===== config.mk =====
export PLATFORM = sky130hd
export DESIGN_NAME = magic_length_packet_deframer_core
export DESIGN_NICKNAME = d
export VERILOG_FILES = /design/src/design/mldf_pkg.sv /design/src/design/mldf_front.sv /design/src/design/mldf_queue.sv /design/src/design/mldf_back.sv /design/src/design/magic_length_packet_deframer_core.sv
export SDC_FILE = /design/constraint.sdc
export NUM_CORES = 1
export LEC_CHECK = 0
export BUFFER_PORTS_ARGS = -buffer_cell sky130_fd_sc_hd__buf_4
export CAP_MARGIN = 20
export CELL_PAD_IN_SITES_DETAIL_PLACEMENT = 1
export CELL_PAD_IN_SITES_GLOBAL_PLACEMENT = 1
export CORE_MARGIN = 2
export CORE_UTILIZATION = 35
export DETAILED_ROUTE_END_ITERATION = 10
export PLACE_DENSITY = 0.64
export REMOVE_ABC_BUFFERS = 1
export SETUP_SLACK_MARGIN = 0.2
export SYNTH_ARGS = -nofsm -noshare
export SYNTH_HDL_FRONTEND = slang
export SYNTH_HIERARCHICAL = 1
export SYNTH_SLANG_ARGS = --single-unit

===== constraint.sdc =====
create_clock -name clk -period 6.9 [get_ports clk]
set_input_delay 1.035 -clock clk [delete_from_list [all_inputs] [get_ports clk]]
set_output_delay 1.035 -clock clk [all_outputs]
set_load 0.02 [all_outputs]

===== src/design/mldf_pkg.sv =====
package mldf_pkg;

    localparam logic [15:0] MAGIC_WORD_RESET       = 16'h5A5A;
    localparam logic [7:0]  EXPECTED_VERSION_RESET = 8'h01;
    localparam int          QUEUE_DEPTH            = 4;

    // configuration register indexes
    localparam logic CFG_MAGIC_WORD       = 1'b0;
    localparam logic CFG_EXPECTED_VERSION = 1'b1;

    // header byte positions after the marker
    localparam logic [2:0] HDR_VERSION  = 3'd0;
    localparam logic [2:0] HDR_TYPE_HI  = 3'd1;
    localparam logic [2:0] HDR_TYPE_LO  = 3'd2;
    localparam logic [2:0] HDR_LEN_HI   = 3'd3;
    localparam logic [2:0] HDR_LEN_LO   = 3'd4;

    typedef enum logic [1:0] {
        PH_HUNT,
        PH_HEADER,
        PH_DATA,
        PH_SKIP
    } phase_t;

    typedef enum logic [1:0] {
        KIND_DATA,
        KIND_EMPTY,
        KIND_MISMATCH
    } kind_t;

    typedef struct packed {
        kind_t       kind;
        logic [15:0] packet_type;
        logic [15:0] payload_length;
        logic [7:0]  data;
        logic        first;
        logic        last;
    } entry_t;

    typedef struct packed {
        logic full;
        logic empty;
    } queue_status_t;

endpackage


===== src/design/mldf_front.sv =====
module mldf_front (
    input  logic                   clk,
    input  logic                   rst_n,
    input  logic                   cfg_we,
    input  logic                   cfg_index,
    input  logic [15:0]            cfg_data,
    input  logic                   in_valid,
    output logic                   in_stall,
    input  logic                   op,
    input  logic [7:0]             rx_byte,
    input  mldf_pkg::queue_status_t queue_st,
    output logic                   push,
    output mldf_pkg::entry_t       push_entry
);

    logic [15:0]      magic_word_reg;
    logic [7:0]       expected_version_reg;

    mldf_pkg::phase_t phase_reg, phase_next;
    logic [7:0]       previous_byte_reg, previous_byte_next;
    logic             prev_valid_reg, prev_valid_next;
    logic [2:0]       header_index_reg, header_index_next;
    logic [7:0]       hdr_version_reg, hdr_version_next;
    logic [15:0]      hdr_type_reg, hdr_type_next;
    logic [15:0]      hdr_length_reg, hdr_length_next;
    logic [15:0]      bytes_left_reg, bytes_left_next;

    logic             accept;
    logic [15:0]      final_length;
    logic [15:0]      bytes_left_dec;

    assign in_stall       = queue_st.full;
    assign accept         = in_valid && !in_stall;
    assign final_length   = {hdr_length_reg[15:8], rx_byte};
    assign bytes_left_dec = 16'(bytes_left_reg - 16'd1);

    always_ff @(posedge clk or negedge rst_n)
    begin
        if (!rst_n)
        begin
            magic_word_reg       <= mldf_pkg::MAGIC_WORD_RESET;
            expected_version_reg <= mldf_pkg::EXPECTED_VERSION_RESET;
        end
        else if (cfg_we)
        begin
            unique case (cfg_index)
                mldf_pkg::CFG_MAGIC_WORD:       magic_word_reg       <= cfg_data;
                mldf_pkg::CFG_EXPECTED_VERSION: expected_version_reg <= cfg_data[7:0];
                default:                        magic_word_reg       <= magic_word_reg;
            endcase
        end
    end

    // next state
    always_comb
    begin
        phase_next         = phase_reg;
        previous_byte_next = previous_byte_reg;
        prev_valid_next    = prev_valid_reg;
        header_index_next  = header_index_reg;
        hdr_version_next   = hdr_version_reg;
        hdr_type_next      = hdr_type_reg;
        hdr_length_next    = hdr_length_reg;
        bytes_left_next    = bytes_left_reg;
        if (accept)
        begin
            if (op)
            begin
                phase_next         = mldf_pkg::PH_HUNT;
                previous_byte_next = 8'd0;
                prev_valid_next    = 1'b0;
                header_index_next  = 3'd0;
                hdr_version_next   = 8'd0;
                hdr_type_next      = 16'd0;
                hdr_length_next    = 16'd0;
                bytes_left_next    = 16'd0;
            end
            else
            begin
                unique case (phase_reg)
                    mldf_pkg::PH_HUNT:
                    begin
                        if (prev_valid_reg && {previous_byte_reg, rx_byte} == magic_word_reg)
                        begin
                            phase_next         = mldf_pkg::PH_HEADER;
                            header_index_next  = 3'd0;
                            prev_valid_next    = 1'b0;
                            previous_byte_next = 8'd0;
                        end
                        else
                        begin
                            previous_byte_next = rx_byte;
                            prev_valid_next    = 1'b1;
                        end
                    end
                    mldf_pkg::PH_HEADER:
                    begin
                        unique case (header_index_reg)
                            mldf_pkg::HDR_VERSION: hdr_version_next = rx_byte;
                            mldf_pkg::HDR_TYPE_HI: hdr_type_next    = {rx_byte, hdr_type_reg[7:0]};
                            mldf_pkg::HDR_TYPE_LO: hdr_type_next    = {hdr_type_reg[15:8], rx_byte};
                            mldf_pkg::HDR_LEN_HI:  hdr_length_next  = {rx_byte, hdr_length_reg[7:0]};
                            default:               hdr_length_next  = final_length;
                        endcase
                        if (header_index_reg < mldf_pkg::HDR_LEN_LO)
                        begin
                            header_index_next = 3'(header_index_reg + 3'd1);
                        end
                        else
                        begin
                            header_index_next = 3'd0;
                            bytes_left_next   = final_length;
                            if (hdr_version_reg != expected_version_reg)
                            begin
                                phase_next = (final_length != 16'd0) ? mldf_pkg::PH_SKIP
                                                                     : mldf_pkg::PH_HUNT;
                            end
                            else if (final_length == 16'd0)
                            begin
                                phase_next = mldf_pkg::PH_HUNT;
                            end
                            else
                            begin
                                phase_next = mldf_pkg::PH_DATA;
                            end
                        end
                    end
                    mldf_pkg::PH_DATA:
                    begin
                        bytes_left_next = bytes_left_dec;
                        if (bytes_left_reg <= 16'd1)
                        begin
                            phase_next = mldf_pkg::PH_HUNT;
                        end
                    end
                    default:
                    begin
                        bytes_left_next = bytes_left_dec;
                        if (bytes_left_dec == 16'd0)
                        begin
                            phase_next = mldf_pkg::PH_HUNT;
                        end
                    end
                endcase
            end
        end
    end

    // result classification
    always_comb
    begin
        push                      = 1'b0;
        push_entry.kind           = mldf_pkg::KIND_DATA;
        push_entry.packet_type    = hdr_type_reg;
        push_entry.payload_length = hdr_length_reg;
        push_entry.data           = rx_byte;
        push_entry.first          = (bytes_left_reg == hdr_length_reg);
        push_entry.last           = (bytes_left_reg <= 16'd1);
        if (accept && !op)
        begin
            if (phase_reg == mldf_pkg::PH_DATA)
            begin
                push = 1'b1;
            end
            else if (phase_reg == mldf_pkg::PH_HEADER &&
                     header_index_reg >= mldf_pkg::HDR_LEN_LO)
            begin
                push_entry.payload_length = final_length;
                push_entry.first          = 1'b1;
                push_entry.last           = 1'b1;
                if (hdr_version_reg != expected_version_reg)
                begin
                    push            = 1'b1;
                    push_entry.kind = mldf_pkg::KIND_MISMATCH;
                end
                else if (final_length == 16'd0)
                begin
                    push            = 1'b1;
                    push_entry.kind = mldf_pkg::KIND_EMPTY;
                end
            end
        end
    end

    always_ff @(posedge clk or negedge rst_n)
    begin
        if (!rst_n)
        begin
            phase_reg         <= mldf_pkg::PH_HUNT;
            previous_byte_reg <= 8'd0;
            prev_valid_reg    <= 1'b0;
            header_index_reg  <= 3'd0;
            hdr_version_reg   <= 8'd0;
            hdr_type_reg      <= 16'd0;
            hdr_length_reg    <= 16'd0;
            bytes_left_reg    <= 16'd0;
        end
        else
        begin
            phase_reg         <= phase_next;
            previous_byte_reg <= previous_byte_next;
            prev_valid_reg    <= prev_valid_next;
            header_index_reg  <= header_index_next;
            hdr_version_reg   <= hdr_version_next;
            hdr_type_reg      <= hdr_type_next;
            hdr_length_reg    <= hdr_length_next;
            bytes_left_reg    <= bytes_left_next;
        end
    end

endmodule


===== src/design/mldf_queue.sv =====
module mldf_queue #(
    parameter int DEPTH = mldf_pkg::QUEUE_DEPTH
) (
    input  logic                    clk,
    input  logic                    rst_n,
    input  logic                    push,
    input  mldf_pkg::entry_t        push_entry,
    input  logic                    pop,
    output mldf_pkg::entry_t        head,
    output mldf_pkg::queue_status_t queue_st
);

    localparam int PW = $clog2(DEPTH);
    localparam int CW = $clog2(DEPTH + 1);

    mldf_pkg::entry_t slots_reg [DEPTH];
    logic [PW-1:0]    wr_ptr_reg, rd_ptr_reg;
    logic [CW-1:0]    count_reg, count_next;
    logic             do_push, do_pop;

    assign queue_st.full  = (count_reg == CW'(DEPTH));
    assign queue_st.empty = (count_reg == '0);
    assign do_push        = push && !queue_st.full;
    assign do_pop         = pop && !queue_st.empty;
    assign head           = slots_reg[rd_ptr_reg];

    always_comb
    begin
        count_next = count_reg;
        if (do_push && !do_pop)
        begin
            count_next = CW'(count_reg + 1'b1);
        end
        else if (do_pop && !do_push)
        begin
            count_next = CW'(count_reg - 1'b1);
        end
    end

    always_ff @(posedge clk or negedge rst_n)
    begin
        if (!rst_n)
        begin
            wr_ptr_reg <= '0;
            rd_ptr_reg <= '0;
            count_reg  <= '0;
        end
        else
        begin
            count_reg <= count_next;
            if (do_push)
            begin
                wr_ptr_reg <= (wr_ptr_reg == PW'(DEPTH - 1)) ? '0 : PW'(wr_ptr_reg + 1'b1);
            end
            if (do_pop)
            begin
                rd_ptr_reg <= (rd_ptr_reg == PW'(DEPTH - 1)) ? '0 : PW'(rd_ptr_reg + 1'b1);
            end
        end
    end

    always_ff @(posedge clk)
    begin
        if (do_push)
        begin
            slots_reg[wr_ptr_reg] <= push_entry;
        end
    end

endmodule


===== src/design/mldf_back.sv =====
module mldf_back (
    input  logic                    clk,
    input  logic                    rst_n,
    input  mldf_pkg::entry_t        head,
    input  mldf_pkg::queue_status_t queue_st,
    output logic                    pop,
    output logic                    out_valid,
    input  logic                    out_stall,
    output logic                    status,
    output logic [15:0]             packet_type,
    output logic [15:0]             payload_length,
    output logic [7:0]              payload_byte,
    output logic                    byte_valid,
    output logic                    first_mark,
    output logic                    last_mark
);

    logic        out_valid_reg;
    logic        status_reg, status_next;
    logic [15:0] packet_type_reg;
    logic [15:0] payload_length_reg;
    logic [7:0]  payload_byte_reg, payload_byte_next;
    logic        byte_valid_reg, byte_valid_next;
    logic        first_mark_reg, first_mark_next;
    logic        last_mark_reg, last_mark_next;

    assign pop = !queue_st.empty && (!out_valid_reg || !out_stall);

    // expand the queued record into result fields
    always_comb
    begin
        unique case (head.kind)
            mldf_pkg::KIND_DATA:
            begin
                status_next       = 1'b0;
                payload_byte_next = head.data;
                byte_valid_next   = 1'b1;
                first_mark_next   = head.first;
                last_mark_next    = head.last;
            end
            mldf_pkg::KIND_MISMATCH:
            begin
                status_next       = 1'b1;
                payload_byte_next = 8'd0;
                byte_valid_next   = 1'b0;
                first_mark_next   = 1'b1;
                last_mark_next    = 1'b1;
            end
            default:
            begin
                status_next       = 1'b0;
                payload_byte_next = 8'd0;
                byte_valid_next   = 1'b0;
                first_mark_next   = 1'b1;
                last_mark_next    = 1'b1;
            end
        endcase
    end

    always_ff @(posedge clk or negedge rst_n)
    begin
        if (!rst_n)
        begin
            out_valid_reg <= 1'b0;
        end
        else if (pop)
        begin
            out_valid_reg <= 1'b1;
        end
        else if (!out_stall)
        begin
            out_valid_reg <= 1'b0;
        end
    end

    always_ff @(posedge clk)
    begin
        if (pop)
        begin
            status_reg         <= status_next;
            packet_type_reg    <= head.packet_type;
            payload_length_reg <= head.payload_length;
            payload_byte_reg   <= payload_byte_next;
            byte_valid_reg     <= byte_valid_next;
            first_mark_reg     <= first_mark_next;
            last_mark_reg      <= last_mark_next;
        end
    end

    assign out_valid      = out_valid_reg;
    assign status         = status_reg;
    assign packet_type    = packet_type_reg;
    assign payload_length = payload_length_reg;
    assign payload_byte   = payload_byte_reg;
    assign byte_valid     = byte_valid_reg;
    assign first_mark     = first_mark_reg;
    assign last_mark      = last_mark_reg;

endmodule


===== src/design/magic_length_packet_deframer_core.sv =====
// Path: a record for the byte that causes a result is written into the result queue when
//   that byte is accepted, and the output register loads the record when it is popped.
// Throughput: one byte per clock while the queue is not full; the parser updates counters
//   and compares only; queue plus output register sustain one result per clock unstalled.
// Reset: rst_n is asynchronous, active low; it returns the parser to marker hunting, empties
//   the result queue and loads the default marker and expected version.
module magic_length_packet_deframer_core #(
    parameter int QUEUE_DEPTH = mldf_pkg::QUEUE_DEPTH
) (
    input  logic        clk,
    input  logic        rst_n,
    // configuration writes, index 0 = magic word, 1 = expected version
    input  logic        cfg_we,
    input  logic        cfg_index,
    input  logic [15:0] cfg_data,
    // input transactions
    input  logic        in_valid,
    output logic        in_stall,
    input  logic        op,
    input  logic [7:0]  rx_byte,
    // result transactions
    output logic        out_valid,
    input  logic        out_stall,
    output logic        status,
    output logic [15:0] packet_type,
    output logic [15:0] payload_length,
    output logic [7:0]  payload_byte,
    output logic        byte_valid,
    output logic        first_mark,
    output logic        last_mark
);

    // Front: hunts the marker, collects the header and classifies each byte.
    // Only payload bytes, empty packets and version mismatches push a record.
    mldf_pkg::queue_status_t queue_st;
    mldf_pkg::entry_t        push_entry;
    mldf_pkg::entry_t        head;
    logic                    push;
    logic                    pop;

    mldf_front u_front (
        .clk        (clk),
        .rst_n      (rst_n),
        .cfg_we     (cfg_we),
        .cfg_index  (cfg_index),
        .cfg_data   (cfg_data),
        .in_valid   (in_valid),
        .in_stall   (in_stall),
        .op         (op),
        .rx_byte    (rx_byte),
        .queue_st   (queue_st),
        .push       (push),
        .push_entry (push_entry)
    );

    // Short queue decouples the parser from output back-pressure; the input
    // stalls only once the queue is full.
    mldf_queue #(
        .DEPTH (QUEUE_DEPTH)
    ) u_queue (
        .clk        (clk),
        .rst_n      (rst_n),
        .push       (push),
        .push_entry (push_entry),
        .pop        (pop),
        .head       (head),
        .queue_st   (queue_st)
    );

    // Back: expands the queued record into result fields in an output register.
    mldf_back u_back (
        .clk            (clk),
        .rst_n          (rst_n),
        .head           (head),
        .queue_st       (queue_st),
        .pop            (pop),
        .out_valid      (out_valid),
        .out_stall      (out_stall),
        .status         (status),
        .packet_type    (packet_type),
        .payload_length (payload_length),
        .payload_byte   (payload_byte),
        .byte_valid     (byte_valid),
        .first_mark     (first_mark),
        .last_mark      (last_mark)
    );

endmodule


==> results of run 1 <==
-- cells by family after synthesis --
group	after synthesis
compound gates	107
xor+xnor	55
fa+ha+maj	17
buf+inv	78
flops	322
mux	88
simple gates	171
-- placed cells by master, fill, tap and decap left out, types with 3 or more instances in the layout --
cell | netlist | layout
o21ai_0 | 23 | 23
dfstp_2 | 9 | 9
dfrtp_1 | 93 | 91
buf_4 | 21 | 88
nor2b_1 | 7 | 7
o31ai_1 | 20 | 20
xnor2_1 | 33 | 33
xor2_1 | 22 | 22
mux2_2 | 36 | 36
ha_1 | 16 | 16
edfxtp_1 | 220 | 220
nand4_1 | 8 | 8
clkbuf_16 | 0 | 37
nor3_1 | 9 | 9
nand2_1 | 59 | 59
nand3_1 | 3 | 3
nor4_1 | 13 | 13
a22o_1 | 24 | 24
or3_1 | 4 | 4
nor2_1 | 28 | 27
clkinv_2 | 0 | 8
inv_1 | 11 | 11
nand2b_1 | 5 | 5
a21oi_1 | 15 | 14
nor3b_1 | 14 | 14
and2_2 | 0 | 3
bufinv_16 | 0 | 5
mux4_2 | 44 | 44
clkinv_1 | 0 | 9
mux2i_1 | 4 | 4
o21ai_1 | 5 | 5
-- cell type report --
type / count / area, um^2
clock buffer: 40 / 947
clock inverter: 26 / 255
fill: 3777 / 22200
inverter: 11 / 41.3
multi-input combinational: 438 / 3890
sequential: 322 / 9170
tap: 511 / 639
timing repair buffer: 89 / 671
-- tightest hold or removal path, delay by kind of cell, from the launching register on --
family           cells  cell delay, ns
AND/OR/NAND/NOR      1            0.05
flip-flops           1            0.36
AO/OA/AOI/OAI        1            0.07
-- through the flow --
stage               util [%]  hold WS, ns  area (um^2)  power, mW
floorplan                  -        0.470        13100       3.93
global placement        38.0        0.484        14400       4.56
detailed placement      38.1        0.493        14400       4.58
CTS                     41.2        0.508        15600       6.53
global route            41.3        0.545        15600       6.79
finish                  41.3        0.516        15600       6.43
-- synth_stat cells (2+ instances only) --
| library cell | number |
|---|---|
| a21o_1 | 2 |
| a21oi_1 | 15 |
| a22o_1 | 24 |
| a31oi_1 | 2 |
| and2_1 | 4 |
| buf_1 | 3 |
| buf_12 | 4 |
| buf_2 | 8 |
| buf_4 | 21 |
| buf_6 | 3 |
| clkbuf_1 | 28 |
| dfrtp_1 | 93 |
| dfstp_2 | 9 |
| edfxtp_1 | 220 |
| ha_1 | 16 |
| inv_1 | 11 |
| mux2_1 | 2 |
| mux2_2 | 36 |
| mux2_4 | 2 |
| mux2i_1 | 4 |
| mux4_2 | 44 |
| nand2_1 | 59 |
| nand2b_1 | 5 |
| nand3_1 | 3 |
| nand4_1 | 8 |
| nor2_1 | 28 |
| nor2b_1 | 7 |
| nor3_1 | 9 |
| nor3b_1 | 14 |
| nor4_1 | 13 |
| nor4_2 | 2 |
| o211ai_1 | 2 |
| o21ai_0 | 23 |
| o21ai_1 | 5 |
| o311ai_0 | 2 |
| o31ai_1 | 20 |
| or3_1 | 4 |
| or3b_2 | 2 |
| xnor2_1 | 33 |
| xor2_1 | 22 |
-- power groups by stage --
stage,logic (mW),registers [mW],clock network [mW]
global placement,1.79,2.76,0
finish,1.77,2.72,1.93
floorplan,1.01,2.92,0
CTS,1.81,2.73,1.99
global route,1.96,2.77,2.06
detailed placement,1.81,2.77,0
-- per-layer routing --
layer  share of wire [%]  global-route usage, %
met1                  47                   21.7
met2                  47                   23.8
met3                 4.3                   2.56
met4                 1.6                   3.65
met5                   0                      0
-- worst paths after layout --
| check | from | end | slack [ns] | depth (start not counted) |
|---|---|---|---|---|
| min | u_front/hdr_version_reg[4] | u_front/hdr_version_reg[4] | 0.52 | 2 |
| min reg2reg | u_front/hdr_version_reg[4] | u_front/hdr_version_reg[4] | 0.52 | 2 |
| max | rx_byte[4] | u_queue/count_reg[2] | 3.64 | 13 |
| min in group asynchronous | rst_n | u_back/out_valid | 0.56 | 1 |
| max in group asynchronous | rst_n | u_front/magic_word_reg[2] | 5.16 | 2 |
| max reg2reg | u_front/hdr_length_reg[8] | u_queue/count_reg[2] | 3.78 | 12 |
==> reports/qor.yml, run 1 <==
logic_synthesis:
  synth_compound_area_share_pct: 5.54
  synth_top_family_by_area: "multiplexers"
  yosys_warnings: 6
  synth_cells: 838
  syn_area_um2: 13500
  synth_fa_ha_area_share_pct: 1.63
  post_synth_xor_area_fraction_pct: 3.57
  synth.area.top_cells: "edfxtp_1 (49%), dfrtp_1 (17%), mux4_2 (7.3%), mux2_2 (3.0%), xnor2_1 (2.1%)"
  synth_cell_types: 66
  yosysTopAreaCellShare_pct: 48.9
  synth_edf_count: 220
  yosys.area_share.simple_pct: 6.88
  ys_async_sr_fraction_pct: 31.7
  synth_top_area_cell: "edfxtp_1"
  synth_flop_cell: "edfxtp_1"
  seq_area_frac_synth_pct: 67.9
  syn_avg_cell_area_um2: 16.1
  synthMuxAreaShare_pct: 11.0
  ys_seq_elements: 322
setup_path:
  cp_top_family: "simple AND/OR/NAND/NOR gates"
  cpPeakStageDelay_ns: 0.37
  cp_slowest_cell: "fa_1"
  crit_chain: "buf_4 > nor4_1 > and4_1 > or3_1 > a31oi_1 > nor3_1 > nor2b_4 > ha_1 > inv_1 > fa_1 > xor2_1 > nor2_1 > xor2_1"
  cp.arrival_ns: 3.70
  crit_top_cell: "xor2_1"
  cp.required_ns: 7.33
  cp-start-kind: "input pin"
  critical_path.endpoint_type: "flip-flop"
  path_max_fanout: 12
  crit_type: "input pin to flip-flop"
  cp_num_buf_inv: 2
place:
  dp_hpwl_um: 19200
  pre_cts_ws_ns: 3.10
  portBuffers: 76
  placed_cells: 1369
  place.gp.congestion: 0.782
drt:
  drt_iter0_markers: 491
  first_pass_iters: 4
  drc_errors: 0
  num_vias: 7144
  routed_wl_um: 29700
  ant_nets: 0
  routedWlPerCell_um: 20.7
  vias_per_cell: 4.97
finish:
  antenna_cells: 0
  layout.cells.non_filler: 1437
  area_growth_pct: 15.6
  num-nets-final: 946
  drive_gt1_share_pct: 27.8
  largest_reg_flops: 176
cts:
  clock_latency_ns: 0.51
  cts_tree: "built"
  cts_resized: 0
  clockBufferDepth: 3
  postCtsHoldBufs: 0
  cts_made_buffers: 36
  clock_sinks: 322
  root_buffer: "clkbuf_16"
  cts-htree-levels: 2
  clk_pin_slew_ns: 0.06
  post-cts-setup-buffers: 0
floorplanning:
  die_h_um: 200
  initial_core_util_pct: 35.7
  top_level_ports: 77
  design.core.area_um2: 37800
  fp.dieW_um: 200
  fp-row-count: 71
  design.die.area_um2: 40200
global_route:
  grt_pass1_wl_um: 47100
  grt_max_degree: 54
  grt_pass1_vias: 7608
  groute.usage.overall_pct: 15.1
  antenna_found_initial: 0
  grt-ovfl-total: 0
timing:
  slew_headroom_pct: 28.0
  finalSetupViolCount: 0
  finalCritPeriodShare_pct: 47.3
  setup_ws_ns: 3.64
  skew_ns: 0.0123
  finalSetupTns_ns: 0
  hold_viol: 0
  min_period_ns: 3.26
  worst_slew_pin_slew_ns: 1.07
  max_freq_mhz: 306
  slew_violations: 0
  rsz0062_at_grt: "false"
power_and_ir_drop:
  power_frac_comb_pct: 27.6
  clkPwrFrac_pct: 30.0
  internal_power_mw: 4.43
  vdd_drop_max_mv: 0.223
  p_switching_mw: 2.00
  sequentialPowerShare_pct: 42.4
  powerDensity_nw_per_um2: 412
  p_sw_share_pct: 31.1
  p_leak_nw: 5.78
min_path:
  hp-class: "flip-flop to flip-flop"
outcome:
  status: "complete, no violations"
flow_run:
  maxCapViolations: 0
Power figures use the tool's default switching activity.
==> run 2, diff against run 1 <==
PLACE_DENSITY = 0.66   (was 0.64)
clock period = 2.8 ns   (was 6.9 ns; I/O delays follow)
==> run 2 against run 1 <==
Sequential share of layout area fell by 3.0 points. Non-clock buffer count rose by 72. Die area did not move. Via count rose by 6.6%. Flip-flop and latch count did not move. Clock power rose by 130%. Critical path depth fell by 1. Routed wire length rose by 9.4%. Combinational power rose to 2.7 times the previous value. Worst hold slack got worse by 0.37 ns. Cell area rose by 5.4%. Final cell count rose by 4.9%.
==> reports/qor.yml, run 2 (synthesis gave the netlist of run 1 again) <==
outcome:
  status: "complete, no violations"
drt:
  vias_per_cell: 5.05  # +1.6%
  routedWlPerCell_um: 21.6  # +4.3%
  first_pass_iters: 5  # +1
  routed_wl_um: 32500  # +9.4%
  num_vias: 7614  # +6.6%
  drc_errors: 0  # unchanged
  ant_nets: 0  # unchanged
  drt_iter0_markers: 441  # -10%
cts:
  clk_pin_slew_ns: 0.06  # about the same
  clock_sinks: 322  # unchanged
  clockBufferDepth: 3  # unchanged
  clock_latency_ns: 0.53  # +0.02 ns
  root_buffer: "clkbuf_16"
  cts_tree: "built"
  cts_made_buffers: 36  # unchanged
  cts-htree-levels: 2  # unchanged
setup_path:
  rr_startpoint: "u_front/hdr_length_reg[15]"
  timing.rr.end: "u_queue/slots_reg[1][0]"
  r2r_setup_slack_ns: 0.002  # -3.78 ns
  cp.arrival_ns: 3.04  # -0.66 ns
  cp.required_ns: 3.04  # -4.29 ns
  path_max_fanout: 8  # -4
  cp-start-kind: "flip-flop"
  worst-r2r-cell-count: 12  # unchanged
  crit_type: "flip-flop to flip-flop"
  critical_path.endpoint_type: "flip-flop"
global_route:
  grt-ovfl-total: 0  # unchanged
  groute.usage.overall_pct: 15.6  # +0.57 points
  grt_max_degree: 45  # -17%
  grt_pass1_vias: 7948  # +4.5%
  grt_pass1_wl_um: 48400  # +2.6%
  antenna_found_initial: 0  # unchanged
place:
  portBuffers: 76  # unchanged
  place.gp.congestion: 0.861  # +10%
  pre_cts_ws_ns: -0.160  # -3.26 ns
  dp_hpwl_um: 20800  # +8.2%
  placed_cells: 1420  # +3.7%
finish:
  drive_gt1_share_pct: 33.1  # +5.3 points
  final_cell_mix: "edfxtp_1 (220), buf_4 (132), dfrtp_1 (91), nand2_1 (59)"
  layout_commonest_cell: "edfxtp_1"
  num-nets-final: 1018  # +7.6%
  antenna_cells: 0  # unchanged
  largest_reg_flops: 176  # unchanged
  area_growth_pct: 21.9
  layout.cells.non_filler: 1508  # +4.9%
power_and_ir_drop:
  p_leak_nw: 6.19  # +7.3%
  vdd_drop_max_mv: 0.459  # +110%
  powerDensity_nw_per_um2: 968  # +140%
floorplanning:
  design.die.area_um2: 40200  # unchanged
  die_h_um: 200  # unchanged
  fp.dieW_um: 200  # unchanged
  fp-row-count: 71  # unchanged
  design.core.area_um2: 37800  # unchanged
  top_level_ports: 77  # unchanged
  initial_core_util_pct: 35.7  # unchanged
timing:
  hold_slack_ns: 0.141  # -0.375 ns
  max_freq_mhz: 357
  slew_violations: 0  # unchanged
  slew_headroom_pct: 35.8  # +7.7 points
  rsz0062_at_grt: "true"
  worst_slew_pin_slew_ns: 0.957  # -0.111 ns
  setup_ws_ns: 0.00159  # -3.63 ns
  min_period_ns: 2.80
  skew_ns: 0.0227  # +0.0104 ns
  finalSetupViolCount: 0  # unchanged
  finalCritPeriodShare_pct: 99.9
  hold_viol: 0  # unchanged
min_path:
  hp-class: "input pin to flip-flop"
  hold_end: "u_front/magic_word_reg[10]"
  hold_start: "cfg_data[10]"
  hold-path-cell-count: 2  # unchanged
flow_run:
  maxCapViolations: 0  # unchanged
==> run 2: power by group <==
part	total (mW)	internal (mW)	switching, mW
clock network	4.52	2.65	1.87
registers	6.64	6.06	0.588
logic	4.77	2.20	2.56
==> run 2: stage by stage <==
stage          TNS (ns)  power, mW  area (um^2)  utilization [%]
6_report              0       15.9        16500             43.5
2_1_floorplan   -138.40       9.68        13100                -
4_1_cts               0       16.1        16000             42.3
3_5_place_dp     -0.244       11.5        14900             39.3
3_3_place_gp     -0.215       11.3        14900             39.3
5_1_grt           -2.71       16.7        16500             43.5
==> run 2: worst max path at each step <==
stage,startpoint,end,slack (ns),cells past startpoint
global route,u_front/hdr_length_reg[15],u_queue/count_reg[2],-0.12,13
CTS,u_front/hdr_length_reg[15],u_queue/count_reg[2],0.03,13
floorplan,u_queue/count_reg[0],u_queue/count_reg[1],-1.55,7
finish,u_front/hdr_length_reg[15],u_queue/slots_reg[1][0],0.002,12
detailed placement,rx_byte[4],u_queue/count_reg[2],-0.16,14
global placement,rx_byte[4],u_queue/count_reg[2],-0.15,14
==> run 2: critical path, cell delays in order, from the launching register on <==
cell and delay, ns:
dfrtp_1 0.39, nor4_2 0.30, and4_4 0.30, or3_1 0.11, a31oi_1 0.08, nor3_1 0.21
buf_4 0.16, nor2b_4 0.18, buf_4 0.13, buf_6 0.11, and2_4 0.24, buf_12 0.14
clkbuf_16 0.15
==> run 2: timing repair <==
action,4_1_cts,5_1_grt
cloned,0,11
endpoints found under the setup margin,129,130
resized for setup,7,24
endpoints found under the hold margin,37,0
hold buffers,1,0
pin swaps,5,11
buffers inserted,2,8
==> run 2: layout make-up <==
class                           instances  area [um^2]
Sequential cell                       322         9170
Fill cell                            3817        21400
Multi-Input combinational cell        438         3940
Tap cell                              511          639
Timing Repair Buffer                  161         1550
Clock buffer                           45          935
Clock inverter                         20          185
Inverter                               11         41.3
==> run 2: routing by layer <==
layer	wire, um	vias up	track usage [%]
met2	15500	148	24.5
met1	15200	3985	22.2
met4	680	0	5.00
li1	-	3436	-
met5	0	-	0
met3	1170	45	2.68
==> run 3, diff against run 2 <==
CTS_BUF_LIST = sky130_fd_sc_hd__clkbuf_4 sky130_fd_sc_hd__clkbuf_8   (was not set)
==> run 3 against run 2 <==
Maximum frequency rose by 0.21%. Core utilization increased by 0.086 points. Sequential power about the same. Worst setup slack gained 0.0059 ns. Total power shrank 0.74%. Clock power decreased by 3%. Critical path depth stayed put. Non-clock buffer count grew 2.
==> reports/qor.yml, run 3 (synthesis gave the netlist of run 1 again) <==
cts:
  clockBufferDepth: 3  # unchanged
  cts_tree: "built"
  cts-htree-levels: 2  # unchanged
  clk_pin_slew_ns: 0.06  # about the same
  cts_made_buffers: 54  # +50%
  clock_sinks: 322  # unchanged
  root_buffer: "clkbuf_8"
  clock_latency_ns: 0.60  # +0.07 ns
finish:
  largest_reg_flops: 176  # unchanged
  num-nets-final: 1038  # +2.0%
  drive_gt1_share_pct: 36.4  # +3.3 points
  final_cell_mix: "edfxtp_1 (220), buf_4 (133), dfrtp_1 (91), clkbuf_8 (62), nand2_1 (59)"
  area_growth_pct: 22.1
  layout.cells.non_filler: 1542  # +2.3%
  final_util_pct: 43.6  # +0.086 points
  layout_commonest_cell: "edfxtp_1"
  antenna_cells: 0  # unchanged
  post-route-cell-area_um2: 16500  # +0.20%
place:
  dp_hpwl_um: 20800  # unchanged
  placed_cells: 1420  # unchanged
  place.gp.congestion: 0.861  # unchanged
  portBuffers: 76  # unchanged
  pre_cts_ws_ns: -0.160  # unchanged
  placed_area_um2: 14900  # unchanged
timing:
  hold_viol: 0  # unchanged
  min_period_ns: 2.79  # -0.00588 ns
  max_freq_mhz: 358  # +0.21%
  skew_ns: 0.0139  # -0.00878 ns
  setup_ws_ns: 0.00747  # +0.00588 ns
  slew_violations: 0  # unchanged
  hold_slack_ns: 0.0514  # -0.0899 ns
  slew_headroom_pct: 35.6  # -0.17 points
  finalSetupTns_ns: 0  # unchanged
  worst_slew_pin_slew_ns: 0.960  # +0.00259 ns
  finalCritPeriodShare_pct: 99.7  # -0.21 points
  finalSetupViolCount: 0  # unchanged
  rsz0062_at_grt: "true"
drt:
  num_vias: 7759  # +1.9%
  routed_wl_um: 33000  # +1.5%
  drc_errors: 0  # unchanged
  vias_per_cell: 5.03  # -0.34%
  drt_iter0_markers: 520  # +18%
  first_pass_iters: 5  # unchanged
  ant_nets: 0  # unchanged
  routedWlPerCell_um: 21.4  # -0.73%
setup_path:
  cp-start-kind: "flip-flop"
  path_max_fanout: 8  # unchanged
  cp_slowest_cell: "dfrtp_1"
  cpPeakStageDelay_ns: 0.39  # about the same
  cp.required_ns: 3.12  # +0.08 ns
  cp.arrival_ns: 3.11  # +0.07 ns
  crit_top_cell: "buf_4"
  crit_type: "flip-flop to flip-flop"
  critical_path.endpoint_type: "flip-flop"
  crit_chain: "nor4_2 > and4_4 > or3_1 > a31oi_1 > nor3_1 > buf_4 > nor2b_4 > buf_4 > buf_6 > and2_4 > buf_12 > clkbuf_16"
floorplanning:
  design.core.area_um2: 37800  # unchanged
  fp.dieW_um: 200  # unchanged
  fp-row-count: 71  # unchanged
  initial_core_util_pct: 35.7  # unchanged
  top_level_ports: 77  # unchanged
  die_h_um: 200  # unchanged
  design.die.area_um2: 40200  # unchanged
global_route:
  antenna_found_initial: 0  # unchanged
  grt_max_degree: 45  # unchanged
  grt_pass1_wl_um: 48900  # +1.0%
  grt_pass1_vias: 8197  # +3.1%
  groute.usage.overall_pct: 15.7  # +0.091 points
  grt-ovfl-total: 0  # unchanged
outcome:
  status: "complete, no violations"
power_and_ir_drop:
  total_power_mw: 15.8  # -0.74%
  p_leak_nw: 6.27  # +1.3%
  powerDensity_nw_per_um2: 959  # -0.94%
  vdd_drop_max_mv: 0.363  # -21%
min_path:
  hp-class: "input pin to flip-flop"
flow_run:
  maxCapViolations: 0  # unchanged
[run 3: changes by cell type in the layout (fill, tap and decap cells not counted), moves of 2 or more]
cell	before	now
clkbuf_4	0	22
clkinvlp_4	2	0
clkbuf_1	9	0
clkinv_1	8	6
clkbuf_16	44	8
clkinv_2	5	3
buf_12	14	12
clkbuf_8	0	62
buf_8	2	4
[run 3: routing by layer]
layer | wire length [um] | track usage (%) | part of all wire (%)
met5 | 0 | 0 | 0
met1 | 15100 | 21.9 | 46
met2 | 15900 | 25.0 | 48
met4 | 659 | 5.03 | 2.0
met3 | 1440 | 2.91 | 4.4
[run 3: worst max-delay path: cells and delay by family, from the launching register on]
family / cells / cell delay, ns
AO/OA/AOI/OAI: 1 / 0.08
buffers and inverters: 5 / 0.68
flip-flops: 1 / 0.39
AND/OR/NAND/NOR: 6 / 1.35
[run 3: power breakdown]
group | switching [mW] | internal (mW)
clock | 1.89 | 2.50
sequential | 0.591 | 6.06
combinational | 2.57 | 2.21
[run 3: cell type report]
type / count / area [um^2]
Timing Repair Buffer: 163 / 1560
Clock buffer: 84 / 1020
Clock inverter: 13 / 125
Fill cell: 3823 / 21300
Inverter: 11 / 41.3
Tap cell: 511 / 639
Multi-Input combinational cell: 438 / 3940
Sequential cell: 322 / 9170
[run 3: final timing paths]
| check | from | end | slack [ns] | depth (start not counted) |
|---|---|---|---|---|
| worst max-delay path | u_front/hdr_length_reg[8] | u_queue/slots_reg[0][5] | 0.007 | 12 |
| worst min-delay path | cfg_data[12] | u_front/magic_word_reg[12] | 0.05 | 2 |
| worst max register to register | u_front/hdr_length_reg[8] | u_queue/slots_reg[0][5] | 0.007 | 12 |
| worst min register to register | u_front/hdr_version_reg[5] | u_front/hdr_version_reg[5] | 0.51 | 2 |
| max in group asynchronous | rst_n | u_front/magic_word_reg[9] | 1.64 | 3 |
| min in group asynchronous | rst_n | u_back/out_valid | 0.39 | 2 |
[run 3: repair_timing]
| item | 4_1_cts | 5_1_grt |
|---|---|---|
| buffers inserted | 2 | 10 |
| endpoints found under the setup margin | 123 | 111 |
| resized for setup | 6 | 27 |
| gates cloned | 0 | 11 |
| pin swaps | 5 | 13 |
| hold endpoints to repair | 37 | 0 |
| hold buffers | 1 | 0 |
